### src/rpi_pkg.sv
`timescale 1ns / 1ps

package rpi_pkg;

	// Field widths of the interface
	localparam int VAL_W = 32;
	localparam int IDX_W = 3;
	// Width of the divisor, |normal . dir| < 2^64
	localparam int DIV_W = 64;

	// Register indexes of the configuration port
	localparam logic [IDX_W-1:0] CFG_NORMAL_X = 3'd0;
	localparam logic [IDX_W-1:0] CFG_NORMAL_Y = 3'd1;
	localparam logic [IDX_W-1:0] CFG_NORMAL_Z = 3'd2;
	localparam logic [IDX_W-1:0] CFG_ANCHOR_X = 3'd3;
	localparam logic [IDX_W-1:0] CFG_ANCHOR_Y = 3'd4;
	localparam logic [IDX_W-1:0] CFG_ANCHOR_Z = 3'd5;

	// Clamp values of the distance
	localparam logic [VAL_W-1:0] DIST_MAX = 32'h7FFF_FFFF;
	localparam logic [VAL_W-1:0] DIST_MIN = 32'h8000_0000;

	typedef struct packed {
		logic signed [VAL_W-1:0] origin_x;
		logic signed [VAL_W-1:0] origin_y;
		logic signed [VAL_W-1:0] origin_z;
		logic signed [VAL_W-1:0] dir_x;
		logic signed [VAL_W-1:0] dir_y;
		logic signed [VAL_W-1:0] dir_z;
	} ray_t;

	typedef struct packed {
		logic signed [VAL_W-1:0] distance;
		logic                    hit_valid;
		logic                    facing_away;
		logic                    saturated;
	} res_t;

	typedef struct packed {
		logic signed [VAL_W-1:0] normal_x;
		logic signed [VAL_W-1:0] normal_y;
		logic signed [VAL_W-1:0] normal_z;
		logic signed [VAL_W-1:0] anchor_x;
		logic signed [VAL_W-1:0] anchor_y;
		logic signed [VAL_W-1:0] anchor_z;
	} plane_t;

	// Per-item control bits riding along the divider chain
	typedef struct packed {
		logic vld;
		logic parallel;
		logic neg;
		logic ovf;
		logic facing;
	} div_ctl_t;

endpackage

### src/rpi_div_cell.sv
`timescale 1ns / 1ps

// One restoring step: bring in the next numerator bit, try the subtract.
module rpi_div_cell (
	input  logic                               clk,
	input  logic                               arst_n,
	input  logic                               en,
	input  rpi_pkg::div_ctl_t                  up_ctl,
	input  logic [rpi_pkg::DIV_W-1:0]          up_rem,
	input  logic [rpi_pkg::VAL_W-1:0]          up_word,
	input  logic [rpi_pkg::DIV_W-1:0]          up_div,
	output rpi_pkg::div_ctl_t                  dn_ctl,
	output logic [rpi_pkg::DIV_W-1:0]          dn_rem,
	output logic [rpi_pkg::VAL_W-1:0]          dn_word,
	output logic [rpi_pkg::DIV_W-1:0]          dn_div
);

	logic [rpi_pkg::DIV_W:0]   sh;
	logic [rpi_pkg::DIV_W+1:0] trial;
	logic                      ge;

	// word: numerator bits leave at the top, quotient bits enter at the bottom
	assign sh    = {up_rem, up_word[rpi_pkg::VAL_W-1]};
	assign trial = {1'b0, sh} - {2'b00, up_div};
	assign ge    = !trial[rpi_pkg::DIV_W+1];

	always_ff @(posedge clk or negedge arst_n) begin
		if (!arst_n) begin
			dn_ctl <= '0;
		end else if (en) begin
			dn_ctl <= up_ctl;
		end
	end

	always_ff @(posedge clk) begin
		if (en) begin
			dn_rem  <= ge ? trial[rpi_pkg::DIV_W-1:0] : sh[rpi_pkg::DIV_W-1:0];
			dn_word <= {up_word[rpi_pkg::VAL_W-2:0], ge};
			dn_div  <= up_div;
		end
	end

endmodule

### config.mk
export PLATFORM = sky130hd
export DESIGN_NAME = rpi_div_cell
export DESIGN_NICKNAME = d
export VERILOG_FILES = /design/src/rpi_pkg.sv /design/src/rpi_div_cell.sv
export SDC_FILE = /design/constraint.sdc
export NUM_CORES = 1
export LEC_CHECK = 0
export BUFFER_PORTS_ARGS = -buffer_cell sky130_fd_sc_hd__buf_4
export CORE_MARGIN = 8
export CORE_UTILIZATION = 48
export CTS_CLUSTER_SIZE = 28
export DETAILED_ROUTE_END_ITERATION = 6
export GPL_TIMING_DRIVEN = 0
export PLACE_DENSITY = 0.79
export REMOVE_ABC_BUFFERS = 1
export SKIP_CTS_REPAIR_TIMING = 1
export SYNTH_ARGS = -nofsm -noshare
export SYNTH_HDL_FRONTEND = slang
export SYNTH_SLANG_ARGS = --single-unit
### constraint.sdc
create_clock -name clk -period 0.9 [get_ports clk]
set_input_delay 0.18 -clock clk [delete_from_list [all_inputs] [get_ports clk]]
set_output_delay 0.18 -clock clk [all_outputs]
set_load 0.005 [all_outputs]
# Word level (Yosys, flattened, before mapping)
# Index checks and enable logic that the tools add are counted.
dict set report totals {
  input_bits 168
  ff_bits 165
  out_inout_bits 165
  elab_cells 11
}
dict set report classes {
  n_reduce_logical 1
  addsub 1
  mux 1
}
# op count
set ops {}
lappend ops {{$sub A65 B64 Y66} 1}
lappend ops {{$mux W64} 1}
lappend ops {{$logic_not A1 Y1} 1}

# Longest topological paths before layout
dict set report depth {
  depth_word 2
  depth_mapped 15
  ltp_nobuf 14
}

# Worst setup path after synthesis
# Ideal clock, no wire load.
dict set report synth_path {
  path_type {input -> register}
  start {input up_div[4] in the netlist's numbering}
  end {register dn_rem[35] in the netlist's numbering, data pin}
  arrival_ns 2.683
  path_slack_ns -2.043
  path_buffers 1
  path_stages 12
  path_cell_list {inv_1 ha_1 o211ai_1 a21o_1 a21oi_1 a221o_2 a31oi_2 o41ai_4 a211oi_2 o31ai_4 buf_4 mux2_2}
}
dict set report synth_between {
  elab_chain_len 2
}
# item line
set synth_lines {}
lappend synth_lines {{start, declared} rpi_div_cell.sv:11} ;# input logic [rpi_pkg::DIV_W-1:0] up_div,
lappend synth_lines {{$sub A65 B64 Y66} rpi_div_cell.sv:24} ;# assign trial = {1'b0, sh} - {2'b00, up_div};
lappend synth_lines {{$mux W64} rpi_div_cell.sv:37} ;# dn_rem <= ge ? trial[rpi_pkg::DIV_W-1:0] : sh[rpi_pkg::DIV_W-1:0];
lappend synth_lines {{end signal, assigned} rpi_div_cell.sv:37}
lappend synth_lines {{end, declared} rpi_div_cell.sv:13} ;# output logic [rpi_pkg::DIV_W-1:0] dn_rem,
# No other way between the ends.
# A chain may end at the register's enable or synchronous reset.

# Final worst setup path
dict set report layout_path {
  start {input up_div[36] in the netlist's numbering}
  end {register dn_rem[25] in the netlist's numbering, data pin}
}
# Same word-level chain as after synthesis.

==> out/results.ini <==
[global_routing]
wire_length_of_the_first_global_routing_pass_um=43300
antenna_found_initial=1
grt_max_degree=86
track_usage=0.224
globalRoute.totalOverflow=0
first_global_vias=8240

[pwr]
power.ir.vdd_worst_mv=1.34
p_leak_uw=0.00688
cellPowerDensity_nw_per_um2=1670
finalPower_uw=26600

[routing]
met1_length_um=13800
totalWireLength_um=41600
avgViaCountPerCell=6.00
vias=10100
route.detailed.wl_per_inst_um=24.7
remaining_drc_errors=36
detail-route-antenna-nets=0
drt-initial-drc-count=1091
dr_wl_met2_um=20200
drt_pre_antenna_iters=7
route.met3.wl_um=5170
top_signal_layer_used=met5

[sta]
timing_worst_slew_pin_value_ps=538
slew_violations=0
grt_setup_unrepaired=yes
slew_headroom=0.638
final_layout_worst_hold_slack_ps=-69.3
timing.final.crit_period_ps=3200
final_setup_violation_count=230
fin_crit_sh=3.55
timing.clock.skew_ps=0
fin_ws_ps=-2300
finalHoldViolations=1
fmax_mhz=313
setup_total_negative_slack_ps=-177000

[synthesis]
netlist-cell-type-count=61
synthesis.instances=913
synth.yosys.warnings=0
synth.cell_area_sq_um=9580
async_flop_share=0.0303
yosys-top-cells-area=sky130_fd_sc_hd__edfxtp_1 50%, sky130_fd_sc_hd__ha_1 8.4%, sky130_fd_sc_hd__a21oi_1 6.9%
synth.largest_area_cell=sky130_fd_sc_hd__edfxtp_1
count_of_state_elements_after_synthesis=165
synthesis.area_per_instance_sq_um=10.5
synth_seq_area_share=0.514
dominantRegCellSynth=sky130_fd_sc_hd__edfxtp_1
post-synth-top-area-fraction=0.501
synth-edff-count=160

[placed_design]
place_inst=1488
dp.final_hpwl_um=22600
port_buffers=332
preCtsSetupSlack_ps=-3440
place_congestion=0.845

[layout]
stdcell_count=1685
area.growth.synth_to_final_pct=66.4
antenna_cells=0
final.fill_count=1038
num-nets-final=1640
drive_gt1_frac=0.411
area.sequential_sq_um=4930
multiInputGateArea_sq_um=5050

[clock_tree]
cts_tree=built
number_of_buffers_inserted_during_clock_tree_synthesis=17
clockBufferDepth=2
clock_tree.root_cell=sky130_fd_sc_hd__clkbuf_16
worstSkewPairLatency_ps=430
clkSlewWorstSetupHoldPaths_ps=80
clock-sinks=165
htree_num_levels=4

[outcome]
status=finished with violations
failed_checks=DRC, hold timing, setup timing

[floorplan]
initial_core_util=0.491
die_width_um=157
row_count=51
ios=333
die_height_um=157
die-area_sq_um=24700
core_sq_um=19500

[setup_path]
regToRegStartpoint=dn_ctl[4]
rr_worst_depth=2
crit_required_ps=1070
worstReg2RegEnd=dn_ctl[4]
worst_setup_path_start_kind=primary input
timing.reg2reg.setup_slack_ps=10
end_kind=flip-flop
critical_path_arrival_ps=3370
critPathMaxFanout=6
criticalPathCategory=primary input to flip-flop

[hold_path]
hold-path-cell-count=1
class_of_the_tightest_hold_or_removal_check=primary input to flip-flop
min-delay-start=up_div[39]
worstHoldEndpoint=dn_div[39]

[flow_run]
timing.max_cap.violations=0

-- report_power, final --
group | internal (uW) | switching, uW
Clock | 4480 | 3610
Combinational | 4450 | 4190
Sequential | 9500 | 390
-- through the flow --
| stage | hold WS, ps | utilization | cell area, sq um |
|---|---|---|---|
| after floorplan | -116 | - | 9450 |
| after global placement | -6.98 | 0.629 | 12300 |
| after detailed placement | -7.06 | 0.635 | 12400 |
| after CTS | -463 | 0.666 | 13000 |
| after global routing | -82.8 | 0.817 | 15900 |
| final | -69.3 | 0.817 | 15900 |
-- state kept, by name (all words and copies together), names as in the netlist --
signal   cells
dn_div      64
dn_word     32
dn_ctl       5
dn_rem      64
-- kinds of logic after synthesis --
group / count (synthesis) / synth area share
buffers and inverters: 113 / 0.0478
AOI/OAI and AO/OA: 268 / 0.175
xor gates and xnor gates: 57 / 0.0521
adders and majority gates: 65 / 0.0856
DFF: 165 / 0.514
and+or+nand+nor: 226 / 0.103
muxes: 19 / 0.0221
-- worst max-delay path: stages --
cell,delay [ps]
sky130_fd_sc_hd__buf_4,100
sky130_fd_sc_hd__inv_1,50
sky130_fd_sc_hd__ha_1,410
sky130_fd_sc_hd__a21oi_2,240
sky130_fd_sc_hd__a21boi_1,360
sky130_fd_sc_hd__o221ai_1,220
sky130_fd_sc_hd__a21oi_1,190
sky130_fd_sc_hd__o31a_1,180
sky130_fd_sc_hd__o41ai_4,140
sky130_fd_sc_hd__a211oi_4,380
sky130_fd_sc_hd__o31ai_4,160
sky130_fd_sc_hd__buf_4,200
sky130_fd_sc_hd__buf_6,130
sky130_fd_sc_hd__clkbuf_16,170
sky130_fd_sc_hd__nor2_1,170
sky130_fd_sc_hd__a21oi_1,90
-- layer usage --
layer,up-vias,GRT usage
met5,-,0
met4,2,0.0707
met3,231,0.0831
met2,843,0.393
met1,4713,0.248
li1,4318,-
-- placed cells by master (no fill, tap or decap), types with 5 or more instances in the layout --
cell                            count
sky130_fd_sc_hd__o211ai_1           6
sky130_fd_sc_hd__buf_4            275
sky130_fd_sc_hd__ha_1              34
sky130_fd_sc_hd__clkbuf_16         24
sky130_fd_sc_hd__nor2_4             6
sky130_fd_sc_hd__nand3_1           11
sky130_fd_sc_hd__ha_4              25
sky130_fd_sc_hd__a211oi_1           7
sky130_fd_sc_hd__a21oi_2           20
sky130_fd_sc_hd__nor2_1            76
sky130_fd_sc_hd__o21a_1             6
sky130_fd_sc_hd__o21bai_1          13
sky130_fd_sc_hd__and3_1             5
sky130_fd_sc_hd__o21ai_2            7
sky130_fd_sc_hd__xor2_1            25
sky130_fd_sc_hd__a31oi_1            8
sky130_fd_sc_hd__buf_6            110
sky130_fd_sc_hd__edfxtp_1         160
sky130_fd_sc_hd__ha_2               5
sky130_fd_sc_hd__mux2_2             9
sky130_fd_sc_hd__nand2_1           67
sky130_fd_sc_hd__nand4_1           12
sky130_fd_sc_hd__a21oi_1          106
sky130_fd_sc_hd__xnor2_1           31
sky130_fd_sc_hd__inv_4              7
sky130_fd_sc_hd__mux2_4             8
sky130_fd_sc_hd__dlygate4sd3_1    100
sky130_fd_sc_hd__nor2_2            14
sky130_fd_sc_hd__o21ai_0           21
sky130_fd_sc_hd__a21oi_4            7
sky130_fd_sc_hd__inv_1             76
sky130_fd_sc_hd__a21o_1            26
sky130_fd_sc_hd__dfrtp_1            5
-- cells in the mapped netlist (all sizes together) (4+ instances only) --
cell / number
nand3: 12
o221ai: 4
and3: 6
mux2: 17
o211ai: 7
inv: 86
buf: 15
edfxtp: 160
nor3: 4
nand2: 71
a21oi: 133
o21ai: 31
a31o: 4
dfrtp: 5
xnor2: 31
o21a: 7
nor2: 96
nand4: 12
or3: 4
xor2: 26
ha: 64
a31oi: 11
nor2b: 5
a211oi: 9
a21o: 26
clkbuf: 12
o21bai: 13
-- final cells by class --
class	instances	share of cell area
tap	265	0.0208
multi-input combinational	636	0.317
timing repair buffer	501	0.293
sequential	165	0.309
clock inverter	14	0.0118
inverter	86	0.0213
clock buffer	18	0.0269
-- how the worst max path moves through the flow --
stage	start	to	depth (start not counted)
6_report	up_div[36]	dn_rem[25]	16
2_1_floorplan	up_div[4]	dn_rem[12]	11
3_3_place_gp	up_rem[3]	dn_rem[11]	11
4_1_cts	up_rem[3]	dn_rem[35]	13
5_1_grt	up_div[36]	dn_rem[37]	17
3_5_place_dp	up_rem[3]	dn_rem[35]	13
Note: power is estimated with default switching activity, not from simulation.
