## src/rpi_pkg.sv

```systemverilog
`timescale 1ns / 1ps

package rpi_pkg;

	// Field widths of the interface
	localparam int VAL_W = 32;
	localparam int IDX_W = 3;
	// Width of the divisor, |normal . dir| < 2^64
	localparam int DIV_W = 64;

	// Register indexes of the configuration port
	localparam logic [IDX_W-1:0] CFG_NORMAL_X = 3'd0;
	localparam logic [IDX_W-1:0] CFG_NORMAL_Y = 3'd1;
	localparam logic [IDX_W-1:0] CFG_NORMAL_Z = 3'd2;
	localparam logic [IDX_W-1:0] CFG_ANCHOR_X = 3'd3;
	localparam logic [IDX_W-1:0] CFG_ANCHOR_Y = 3'd4;
	localparam logic [IDX_W-1:0] CFG_ANCHOR_Z = 3'd5;

	// Clamp values of the distance
	localparam logic [VAL_W-1:0] DIST_MAX = 32'h7FFF_FFFF;
	localparam logic [VAL_W-1:0] DIST_MIN = 32'h8000_0000;

	typedef struct packed {
		logic signed [VAL_W-1:0] origin_x;
		logic signed [VAL_W-1:0] origin_y;
		logic signed [VAL_W-1:0] origin_z;
		logic signed [VAL_W-1:0] dir_x;
		logic signed [VAL_W-1:0] dir_y;
		logic signed [VAL_W-1:0] dir_z;
	} ray_t;

	typedef struct packed {
		logic signed [VAL_W-1:0] distance;
		logic                    hit_valid;
		logic                    facing_away;
		logic                    saturated;
	} res_t;

	typedef struct packed {
		logic signed [VAL_W-1:0] normal_x;
		logic signed [VAL_W-1:0] normal_y;
		logic signed [VAL_W-1:0] normal_z;
		logic signed [VAL_W-1:0] anchor_x;
		logic signed [VAL_W-1:0] anchor_y;
		logic signed [VAL_W-1:0] anchor_z;
	} plane_t;

	// Per-item control bits riding along the divider chain
	typedef struct packed {
		logic vld;
		logic parallel;
		logic neg;
		logic ovf;
		logic facing;
	} div_ctl_t;

endpackage

```

## src/rpi_out_buf.sv

```systemverilog
`timescale 1ns / 1ps

// Two-entry result buffer; room is a registered view of the fill level.
module rpi_out_buf (
	input  logic          clk,
	input  logic          arst_n,
	input  logic          push,
	input  rpi_pkg::res_t push_item,
	input  logic          pop,
	output rpi_pkg::res_t head,
	output logic          nonempty,
	output logic          room
);

	rpi_pkg::res_t ent_q [2];
	logic          wr_q, rd_q;
	logic [1:0]    cnt_q;

	always_ff @(posedge clk or negedge arst_n) begin
		if (!arst_n) begin
			wr_q  <= 1'b0;
			rd_q  <= 1'b0;
			cnt_q <= 2'd0;
		end else begin
			if (push) begin
				wr_q <= !wr_q;
			end
			if (pop) begin
				rd_q <= !rd_q;
			end
			cnt_q <= cnt_q + 2'(push) - 2'(pop);
		end
	end

	always_ff @(posedge clk) begin
		if (push) begin
			ent_q[wr_q] <= push_item;
		end
	end

	assign head     = ent_q[rd_q];
	assign nonempty = (cnt_q != 2'd0);
	assign room     = (cnt_q != 2'd2);

endmodule

```

## config.mk

```make
export PLATFORM = sky130hd
export DESIGN_NAME = rpi_out_buf
export DESIGN_NICKNAME = d
export VERILOG_FILES = /design/src/rpi_pkg.sv /design/src/rpi_out_buf.sv
export SDC_FILE = /design/constraint.sdc
export NUM_CORES = 1
export LEC_CHECK = 0
export ABC_AREA = 1
export BUFFER_PORTS_ARGS = -buffer_cell sky130_fd_sc_hd__buf_2
export CAP_MARGIN = 10
export CORE_MARGIN = 2
export CORE_UTILIZATION = 40
export CTS_CLUSTER_DIAMETER = 30
export CTS_CLUSTER_SIZE = 25
export DETAILED_ROUTE_END_ITERATION = 12
export GPL_ROUTABILITY_DRIVEN = 0
export GPL_TIMING_DRIVEN = 0
export PLACE_DENSITY = 0.69
export SYNTH_ARGS = -nofsm -noshare
export SYNTH_HDL_FRONTEND = slang
export SYNTH_SLANG_ARGS = --single-unit
```

## constraint.sdc

```tcl
create_clock -name clk -period 4.5 [get_ports clk]
set_input_delay 0.225 -clock clk [delete_from_list [all_inputs] [get_ports clk]]
set_output_delay 0.225 -clock clk [all_outputs]
set_load 0.02 [all_outputs]
```

Word-level counts from Yosys, hierarchy flattened
Memories as Yosys holds them, arrays and structs flattened.
Index checks and enable logic that the tools add are counted.
- add/sub/neg operators: 2
- eq/ne operators: 1
- multiplexer cells: 2
- reductions and logical operators: 3
- operators by type and width (operator ; number):
    $add 2x1->2 ; 1
    $logic_not 1->1 ; 2
    $mux 1 ; 2
    $ne 2x2->1 const B ; 1
    $reduce_bool 2->1 ; 1
    $sub 2x1->2 ; 1
- flip-flop bits (word level): 4
- bits in writable memories: 70
- bits of input ports: 39
- output and inout bits: 37
- word-level logic and storage cells: 12
- memories kept: 1
- memory list (memory ; depth ; bits a word ; read ports ; clocked after memory_dff ; wr ports ; line ; source):
    ent_q ; 2 ; 35 ; 1 ; 0 ; 1 ; rpi_out_buf.sv:15 ; rpi_pkg::res_t ent_q [2];

Depth between registers and ports, before layout
Gate-level depths: netlist (run 1).
- depth after elaboration: 2
- depth in mapped cells: 7
- mapped depth without buffers: 7

Least setup slack after synthesis (run 1)
Ideal clock, no wire load.
- kind: register to register
- start: register wr_q
- end: memory ent_q[0][0] (netlist bit), enable pin
- library setup time: 428 ps
- data arrival time: 1889 ps
- data required time: 4072 ps
- slack: 2183 ps
- cell stages (with the launch flop): 2
- buffers on the path: 0
- clock period less this slack: 2317 ps
- cell sequence: dfrtp_1 -> nor2_1
- RTL lines (item ; line ; source):
    start: declaration ; rpi_out_buf.sv:16 ; logic wr_q, rd_q;
    start signal: assignment ; rpi_out_buf.sv:26 ; wr_q <= !wr_q;
    end: declaration ; rpi_out_buf.sv:15 ;
Straight into the memory's write port.

==> results.py, run 1 <==
metrics = {
    "hold_path": {
        "min_path_cells": 1,
        "min_to": "ent_q[0][5]$_DFFE_PP_",
        "hold_class": "primary input to flop",
        "hold_path.startpoint": "push_item[5]",
    },
    "global_route": {
        "grt_max_degree": 36,
        "grtUsageMet1": 0.154,
        "grt_util_all_layers": 0.132,
        "grt_use_met3": 0.0411,
        "grt_pass1_wl_mm": 7.98,
        "grt_antenna_before_repair": 0,
        "use_met2": 0.218,
        "grt_busiest_layer": "met2",
        "grt-ovfl-total": 0,
        "grt_pass1_vias": 1660,
    },
    "clock_tree": {
        "numCtsBuffers": 9,
        "cts_sinks": 74,
        "cts_tree": "done",
        "cts_root_buffer": "clkbuf_8",
        "cts_buffer_depth": 2,
        "post-cts-setup-buffers": 0,
        "clk_latency_ns": 0.33,
        "htreeDepth": 3,
        "post_cts_resized": 0,
        "clkTransAtPathRegs_ns": 0.08,
    },
    "route": {
        "drc": 0,
        "first_iter_violations": 55,
        "viasPerCell": 4.34,
        "wl_per_cell_um": 12.3,
        "firstDrtPassIters": 3,
        "wirelength_mm": 4.90,
        "ant_nets": 0,
        "via_count": 1737,
    },
    "logic_synthesis": {
        "syn_inst": 208,
        "ys_seq_area_frac": 0.746,
        "synthSimpleGateAreaFrac": 0.0577,
        "synth_compound_area_frac": 0.0963,
        "ys_top_cells_by_area": "edfxtp_1 71%, o21ai_2 8.6%, nand2_1 5.5%, inv_1 5.3%, dfrtp_1 3.4%",
        "syn-mean-instance-area_sq_um": 14.2,
        "synth.area.mux_share": 0,
        "synth-adder-area-share": 0.00848,
        "synthDistinctLibCells": 12,
        "synth.ff_latch_count": 74,
        "synth_top_family_by_area": "compound AO/OA/AOI/OAI gates",
        "syn_nets": 249,
        "yosys.area.top_type_share": 0.712,
        "yosysMostFrequentCell": "edfxtp_1",
        "synth_edf_count": 70,
        "async_flop_share": 0.0541,
        "synth_xor_area_frac": 0.00594,
        "yosys-top-cells-count": "70 x edfxtp_1, 43 x nand2_1, 42 x inv_1",
        "yosys.area.top_type": "edfxtp_1",
        "synth_flop_cell": "edfxtp_1",
        "synth_warnings": 0,
        "syn-cell-area_sq_mm": 0.00295,
    },
    "floorplanning": {
        "core_sq_mm": 0.00721,
        "start_util": 0.409,
        "die_h_um": 89.9,
        "num_rows": 31,
        "die_area_sq_mm": 0.00808,
        "pin_count": 76,
        "die_w_um": 89.9,
    },
    "setup_path": {
        "crit_type": "flop to primary output",
        "worstPathArrival_ns": 1.35,
        "slowest_stage": "dfrtp_1",
        "cp.required_ns": 4.28,
        "end_kind": "primary output",
        "crit_fanout": 10,
        "crit_path_cell_trace": "buf_6 -> buf_6 -> o21ai_1 -> buf_2",
        "start_kind": "flop",
        "ff2ff_setup_slack_ns": 3.02,
        "reg2regPathDepth": 2,
        "slowest_delay_ns": 0.38,
        "cpMostUsedCell": "buf_6",
        "reg2reg_from": "wr_q$_DFFE_PN0P_",
        "reg2reg_to": "ent_q[1][20]$_DFFE_PP_",
    },
    "place": {
        "io_buffer_count": 75,
        "hpwlAfterDp_mm": 3.27,
    },
    "sta": {
        "finalHoldViolCount": 0,
        "finalSetupViolCount": 0,
        "rsz0062_at_grt": "false",
        "fin_skew_ns": 0.00560,
        "period_minus_slack_ns": 1.58,
        "fmax_mhz": 634,
        "slew_viol_final": 0,
        "worst_pin_slew_ns": 0.765,
        "relSlewSlack": 0.489,
        "finalSetupTns_ns": 0,
        "period_share": 0.351,
    },
    "power_and_ir_drop": {
        "powerDensity_mw_per_mm2": 662,
        "ir_drop_uv": 284,
        "leakage_uw": 0.00161,
    },
    "layout": {
        "antenna_cells": 0,
        "final_core_util": 0.513,
        "drive_gt1_frac": 0.425,
        "area_growth_pct": 25.5,
        "nets": 337,
    },
    "job": {
        "drv_cap": 0,
    },
    "run_status": {
        "status": "finished clean",
    },
}
-- per-layer routing --
metal / vias up / wire length [um] / part of all wire
met5: - / 0 / 0
met4: 0 / 104 / 0.021
met2: 55 / 2450 / 0.50
li1: 874 / - / -
met3: 13 / 285 / 0.058
met1: 795 / 2060 / 0.42
-- power breakdown --
| group | switching (uW) | internal, uW | total [uW] |
|---|---|---|---|
| clock network | 231 | 306 | 537 |
| logic | 621 | 339 | 959 |
| registers | 37.1 | 917 | 954 |
-- cell type report --
class                      count  area (sq um)
fill                         652          3510
buffer                         8          93.8
timing repair buffer          77           413
inverter                      42           158
sequential                    74          2200
multi-input combinational     84           504
clock inverter                 7          83.8
clock buffer                   9           124
tap                           99           124
-- through the flow --
| stage | std cells | total power [uW] | cell area, sq um | hold slack, ns | worst slack (ns) |
|---|---|---|---|---|---|
| floorplan | 208 | 1640 | 2950 | -0.0706 | 2.18 |
| global placement | 382 | 1920 | 3450 | 0.0352 | 1.26 |
| detailed placement | 383 | 1950 | 3480 | 0.0398 | 2.99 |
| CTS | 400 | 2490 | 3700 | 0.0557 | 2.87 |
| global route | 400 | 2610 | 3700 | 0.0516 | 2.83 |
| finish | 400 | 2450 | 3700 | 0.0760 | 2.92 |
-- sequential cells by signal (all words and copies together) (netlist names) --
register  cells
ent_q        70
cnt_q         2
rd_q          1
wr_q          1
-- worst max-delay path, delay by kind of cell, from the launching register on --
| family | cells | cell delay (ns) |
|---|---|---|
| AO/OA/AOI/OAI | 1 | 0.16 |
| flip-flops | 1 | 0.38 |
| buffers and inverters | 3 | 0.49 |
-- logic make-up after synthesis --
group | Yosys count
buffers and inverters | 50
flip-flops | 74
XOR/XNOR | 2
AND/OR/NAND/NOR | 45
AO/OA/AOI/OAI | 35
adder cells (fa/ha/maj) | 2
-- worst max-delay path by stage --
| stage | from | to | slack, ns | cells past startpoint |
|---|---|---|---|---|
| CTS | rd_q$_DFFE_PN0P_ | head[3] | 2.87 | 4 |
| floorplan | wr_q$_DFFE_PN0P_ | ent_q[0][0]$_DFFE_PP_ | 2.18 | 1 |
| global placement | push | ent_q[0][18]$_DFFE_PP_ | 1.26 | 3 |
| global route | rd_q$_DFFE_PN0P_ | head[1] | 2.83 | 4 |
| detailed placement | wr_q$_DFFE_PN0P_ | ent_q[1][15]$_DFFE_PP_ | 2.99 | 2 |
| finish | rd_q$_DFFE_PN0P_ | head[3] | 2.92 | 4 |
-- cells in the final DEF (no fill, tap or decap) --
cell type,count
clkinv_1,3
xor2_1,2
nor2_4,1
o21ai_2,29
dfrtp_1,4
buf_8,1
o21ai_1,6
clkinvlp_4,1
buf_2,75
clkbuf_8,9
bufinv_16,2
dlygate4sd3_1,1
nand3_1,1
inv_2,1
ha_1,2
buf_16,1
nand2_1,43
buf_6,7
inv_1,41
clkinv_2,1
edfxtp_1,70
-- repair_timing --
item / in CTS / in global routing
setup endpoints to repair: 0 / 0
hold buffers: 1 / 0
endpoints found under the hold margin: 4 / 0
(Power assumes the default switching activity.)
==> run 2: changes to the inputs <==
--- a/config.mk
+++ b/config.mk
@@ -5,7 +5,7 @@
 export SDC_FILE = /design/constraint.sdc
 export NUM_CORES = 1
 export LEC_CHECK = 0
-export ABC_AREA = 1
+export ABC_AREA = 0
 export BUFFER_PORTS_ARGS = -buffer_cell sky130_fd_sc_hd__buf_2
 export CAP_MARGIN = 10
 export CORE_MARGIN = 2
==> constraint.sdc (replaced) <==
create_clock -name clk -period 1.6 [get_ports clk]
set_input_delay 0.08 -clock clk [delete_from_list [all_inputs] [get_ports clk]]
set_output_delay 0.08 -clock clk [all_outputs]
set_load 0.02 [all_outputs]
==> run 2 against run 1 <==
Effect of this change:
- flip-flop and latch count did not move
- sequential share of layout area fell by 4.6 points
- critical path type unchanged
- combinational power rose to 2.7 times the previous value
- synthesized cell count fell by 40%
- total power rose to 2.8 times the previous value
- register-to-register slack got worse by 2.8 ns
- cell count fell by 12%
- critical endpoint is now head[26]
- clock-buffer cell count did not move
- clock power rose to 2.9 times the previous value
- critical path depth did not move
- die area fell by 2.4%
- clock skew rose by 0.0017 ns
==> results.py, run 2 <==
metrics = {
    "logic_synthesis": {
        "synth.ff_latch_count": 74,
        "syn_nets": 165,
        "yosys.area.top_type_share": 0.731,
        "syn-mean-instance-area_sq_um": 23.2,
        "yosysMostFrequentCell": "edfxtp_1",
        "synthDistinctLibCells": 14,
        "ys_top_cells_by_area": "edfxtp_1 73%, mux2_4 15%, dfrtp_1 3.5%, mux2_2 2.3%, buf_12 2.1%",
        "yosys.area.top_type": "edfxtp_1",
        "syn-cell-area_sq_mm": 0.00288,
        "yosys-top-cells-count": "70 x edfxtp_1, 29 x mux2_4, 6 x mux2_2",
        "synth_warnings": 0,
        "async_flop_share": 0.0541,
        "synth_flop_cell": "edfxtp_1",
        "syn_inst": 124,
        "synth_edf_count": 70,
        "ys_seq_area_frac": 0.766,
    },
    "layout": {
        "instances_no_fill": 352,
        "multiInputGateArea_sq_um": 618,
        "nFillCells": 549,
        "nets": 292,
        "seqCellArea_sq_mm": 0.00220,
        "final_core_util": 0.584,
        "reg_top3": "ent_q: 70 flops, cnt_q: 2 flops",
        "final_cell_mix": "74 x buf_2, 70 x edfxtp_1, 38 x dlygate4sd3_1",
        "antenna_cells": 0,
        "area_growth_pct": 39.6,
        "largest_reg_flops": 70,
        "top_register": "ent_q",
        "final_common_cell": "buf_2",
        "drive_gt1_frac": 0.527,
    },
    "setup_path": {
        "crit_path_cell_trace": "buf_6 -> buf_12 -> mux2_4 -> buf_6",
        "crit_type": "flop to primary output",
        "end_kind": "primary output",
        "crit_fanout": 10,
        "start_kind": "flop",
        "worstPathArrival_ns": 1.46,
        "slowest_stage": "dfrtp_1",
        "cpMostUsedCell": "buf_6",
        "slowest_delay_ns": 0.38,
        "reg2regPathDepth": 1,
        "cp.required_ns": 1.52,
        "ff2ff_setup_slack_ns": 0.19,
    },
    "run_status": {
        "status": "finished clean",
    },
    "route": {
        "first_iter_violations": 53,
        "viasPerCell": 4.40,
        "firstDrtPassIters": 4,
        "wirelength_mm": 5.13,
        "ant_nets": 0,
        "via_count": 1550,
        "wl_per_cell_um": 14.6,
        "drc": 0,
    },
    "global_route": {
        "grt_antenna_before_repair": 0,
        "grt_pass1_vias": 1701,
        "grt_pass1_wl_mm": 7.82,
        "grt_util_all_layers": 0.139,
        "grt_max_degree": 36,
        "grt-ovfl-total": 0,
    },
    "clock_tree": {
        "htreeDepth": 3,
        "cts_root_buffer": "clkbuf_8",
        "clk_latency_ns": 0.34,
        "cts_buffer_depth": 2,
        "numCtsBuffers": 9,
        "cts_sinks": 74,
        "clkTransAtPathRegs_ns": 0.08,
        "cts_tree": "done",
    },
    "sta": {
        "worst_pin_slew_ns": 0.566,
        "relSlewSlack": 0.622,
        "timing.hold.ws_ns": 0.0743,
        "finalSetupViolCount": 0,
        "period_minus_slack_ns": 1.54,
        "period_share": 0.965,
        "finalHoldViolCount": 0,
        "fin_skew_ns": 0.00729,
        "fmax_mhz": 648,
        "rsz0062_at_grt": "false",
        "slew_viol_final": 0,
    },
    "power_and_ir_drop": {
        "leakage_uw": 0.00164,
        "ir_drop_uv": 1120,
        "powerDensity_mw_per_mm2": 1700,
    },
    "place": {
        "hpwlAfterDp_mm": 2.73,
        "placed_cells": 295,
        "io_buffer_count": 75,
    },
    "floorplanning": {
        "die_area_sq_mm": 0.00788,
        "start_util": 0.419,
        "pin_count": 76,
        "core_sq_mm": 0.00687,
        "die_h_um": 88.8,
        "num_rows": 30,
        "die_w_um": 88.8,
    },
    "job": {
        "drv_cap": 0,
    },
    "hold_path": {
        "hold_class": "primary input to async pin",
    },
}
==> run 2: cell count changes after synthesis, moves of 3 or more <==
cell	delta
buf_12	+3
mux2_2	+6
o21ai_2	-29
o21ai_1	-6
mux2_4	+29
nand2_1	-43
buf_6	-6
inv_1	-40
==> run 2: final timing paths <==
| check | end | startpoint |
|---|---|---|
| setup / recovery | head[26] | rd_q$_DFFE_PN0P_ |
| hold / removal | cnt_q[0]$_DFF_PN0_ | arst_n |
| setup reg to reg | ent_q[1][23]$_DFFE_PP_ | wr_q$_DFFE_PN0P_ |
| hold reg to reg | wr_q$_DFFE_PN0P_ | wr_q$_DFFE_PN0P_ |
| max in group asynchronous | wr_q$_DFFE_PN0P_ | arst_n |
| min in group clk | ent_q[0][33]$_DFFE_PP_ | push_item[33] |
==> run 2: power breakdown <==
group	total (uW)	internal [uW]	switching [uW]
Clock	1550	875	679
Combinational	2570	1260	1310
Sequential	2700	2580	124
Total	6830	4720	2110
==> run 2: per-stage QoR <==
| step | setup TNS (ns) | area [sq um] | setup WS [ns] | power [uW] |
|---|---|---|---|---|
| after floorplan | 0 | 2880 | 0.234 | 4570 |
| after global placement | -3.51 | 3380 | -0.102 | 5180 |
| after detailed placement | -3.42 | 3380 | -0.0988 | 5200 |
| after CTS | 0 | 3990 | 0.0156 | 6860 |
| after global routing | 0 | 4010 | 0.00445 | 7160 |
| final | 0 | 4010 | 0.0558 | 6830 |
==> run 2: cell families (layout without fill, tap and decap cells) <==
family	after synthesis	after routing	synth area share
flip-flops	74	74	0.766
multiplexers	35	35	0.175
XOR/XNOR	3	3	0.0144
adder cells (fa/ha/maj)	2	2	0.00870
AND/OR/NAND/NOR	4	5	0.00871
buffers and inverters	6	137	0.0274
==> run 2: timing repair <==
action,in CTS,in global routing
buffers inserted,0,2
endpoints found under the setup margin,70,29
endpoints found under the hold margin,76,0
resized for setup,2,2
cloned,1,0
hold buffers,38,0
==> run 2: per-layer routing <==
layer  share of wire  track usage
met1            0.39        0.149
met2            0.54        0.244
met3           0.053       0.0429
met4           0.022       0.0785
met5               0            0
==> run 2: area by class of cell <==
cell class                      instances  area share
Timing Repair Buffer                  115       0.194
Tap cell                               96      0.0299
Sequential cell                        74       0.549
Multi-Input combinational cell         45       0.154
Buffer                                  4      0.0178
Inverter                                2     0.00187
Clock inverter                          7      0.0231
Clock buffer                            9      0.0309
==> run 2: critical path, delay by kind of cell, from the launching register on <==
family   cells  cell delay [ns]
buf+inv      3             0.44
flops        1             0.38
mux          1             0.32
==> run 3: changes to the inputs <==
--- a/config.mk
+++ b/config.mk
@@ -16,6 +16,7 @@
 export GPL_ROUTABILITY_DRIVEN = 0
 export GPL_TIMING_DRIVEN = 0
 export PLACE_DENSITY = 0.69
+export SETUP_SLACK_MARGIN = 0.4
 export SYNTH_ARGS = -nofsm -noshare
 export SYNTH_HDL_FRONTEND = slang
 export SYNTH_SLANG_ARGS = --single-unit
==> run 3 against run 2 <==
Effect of this change:
- via count grew 4.6%
- register-to-register slack gained 0.18 ns
- clock-buffer cell count grew 1
- largest power group is now combinational cells
==> results.py, run 3 (same netlist as run 2, synthesis figures left out) <==
metrics = {
    "sta": {
        "finalSetupViolCount": 0,
        "fin_skew_ns": 0.00772,
        "period_share": 0.969,
        "worst_pin_slew_ns": 0.190,
        "period_minus_slack_ns": 1.55,
        "rsz0062_at_grt": "true",
        "fmax_mhz": 645,
        "finalHoldViolCount": 0,
        "slew_viol_final": 0,
        "relSlewSlack": 0.874,
    },
    "clock_tree": {
        "cts_tree": "done",
        "numCtsBuffers": 9,
        "htreeDepth": 3,
        "clk_latency_ns": 0.34,
        "clkTransAtPathRegs_ns": 0.08,
        "cts_buffer_depth": 2,
        "cts_sinks": 74,
        "cts_root_buffer": "clkbuf_8",
    },
    "floorplanning": {
        "die_h_um": 88.8,
        "start_util": 0.419,
        "num_rows": 30,
        "core_sq_mm": 0.00687,
        "pin_count": 76,
        "die_w_um": 88.8,
        "die_area_sq_mm": 0.00788,
    },
    "route": {
        "viasPerCell": 4.46,
        "firstDrtPassIters": 4,
        "wl_per_cell_um": 15.7,
        "drc": 0,
        "first_iter_violations": 45,
        "wirelength_mm": 5.72,
        "ant_nets": 0,
        "via_count": 1622,
    },
    "layout": {
        "reg_top3": "ent_q: 70 flops, cnt_q: 2 flops",
        "final_common_cell": "edfxtp_1",
        "area_growth_pct": 52.0,
        "top_register": "ent_q",
        "nets": 304,
        "instances_no_fill": 364,
        "largest_reg_flops": 70,
        "final_cell_mix": "70 x edfxtp_1, 47 x buf_2, 38 x dlygate4sd3_1",
        "drive_gt1_frac": 0.556,
        "antenna_cells": 0,
    },
    "hold_path": {
        "hold_class": "primary input to async pin",
    },
    "setup_path": {
        "critPathTopFamily": "buffers and inverters",
        "cp.required_ns": 1.52,
        "crit_fanout": 10,
        "cp_num_buf_inv": 3,
        "end_kind": "primary output",
        "crit_path_cell_trace": "buf_6 -> buf_12 -> mux2_4 -> buf_2",
        "worstPathArrival_ns": 1.47,
        "start_kind": "flop",
        "slowest_stage": "dfrtp_1",
        "crit_type": "flop to primary output",
        "slowest_delay_ns": 0.38,
    },
    "global_route": {
        "grt_pass1_vias": 1721,
        "grt_antenna_before_repair": 0,
        "grt_pass1_wl_mm": 7.96,
        "grt-ovfl-total": 0,
        "grt_util_all_layers": 0.146,
        "grt_max_degree": 18,
    },
    "place": {
        "hpwlAfterDp_mm": 2.89,
        "io_buffer_count": 75,
        "placed_cells": 295,
    },
    "run_status": {
        "status": "finished clean",
    },
    "power_and_ir_drop": {
        "powerDensity_mw_per_mm2": 1750,
        "power_uw": 7660,
        "leakage_uw": 0.00181,
        "ir_drop_uv": 1000,
    },
    "job": {
        "drv_cap": 0,
    },
}
-- run 3: cell count changes in the layout (fill, tap and decap cells not counted), moves of 2 or more --
cell / delta
buf_4: +5
buf_6: +27
mux2_2: -6
mux2_4: +6
and2_4: +2
buf_2: -27
buf_12: +5
-- run 3: metrics by stage --
| stage | instance area, sq um | hold slack, ns | setup WS, ns | TNS, ns | utilization |
|---|---|---|---|---|---|
| after floorplan | 2880 | -0.216 | 0.234 | 0 | - |
| after global placement | 3380 | -0.111 | -0.0631 | -2.14 | 0.492 |
| after detailed placement | 3380 | -0.107 | -0.0607 | -2.08 | 0.492 |
| after CTS | 4240 | 0.0508 | 0.0220 | 0 | 0.617 |
| after global routing | 4370 | 0.0511 | -0.0152 | -0.0647 | 0.636 |
| final | 4370 | 0.0706 | 0.0488 | 0 | 0.636 |
-- run 3: path summary, 6_finish.rpt --
kind / startpoint / to / cells past startpoint / slack, ns
worst max-delay path: rd_q$_DFFE_PN0P_ / head[24] / 4 / 0.05
worst min-delay path: arst_n / cnt_q[0]$_DFF_PN0_ / 2 / 0.07
worst max register to register: cnt_q[0]$_DFF_PN0_ / cnt_q[1]$_DFF_PN0_ / 5 / 0.37
worst min register to register: wr_q$_DFFE_PN0P_ / wr_q$_DFFE_PN0P_ / 1 / 0.60
max in group asynchronous: arst_n / wr_q$_DFFE_PN0P_ / 2 / 1.39
min in group clk: pop / cnt_q[1]$_DFF_PN0_ / 3 / 0.24
-- run 3: cell type report --
class                      count  area, sq um
tap                           96          120
buffer                         4         71.3
sequential                    74         2200
fill                         499         2500
clock buffer                  10          128
clock inverter                 6         90.1
timing repair buffer         125         1080
multi-input combinational     47          668
inverter                       2         7.51
-- run 3: timing repair --
action | CTS | global route
setup buffers | 12 | 0
hold buffers | 38 | 0
setup endpoints to repair | 107 | 69
cloned | 2 | 1
hold endpoints to repair | 76 | 0
resized for setup | 29 | 40
pin swaps | 2 | 1
-- run 3: per-layer routing --
| metal | wire length [um] | GRT usage | vias up |
|---|---|---|---|
| met1 | 2190 | 0.148 | 789 |
| met4 | 76 | 0.0771 | 0 |
| met3 | 280 | 0.0569 | 10 |
| met2 | 3180 | 0.258 | 58 |
| met5 | 0 | 0 | - |
| li1 | - | - | 765 |
-- run 3: report_power, final --
part	internal [uW]	switching [uW]	leakage (uW)
clock	883	674	0.000107
combinational	1890	1500	0.00100
sequential	2580	141	0.000703
total	5350	2310	0.00181
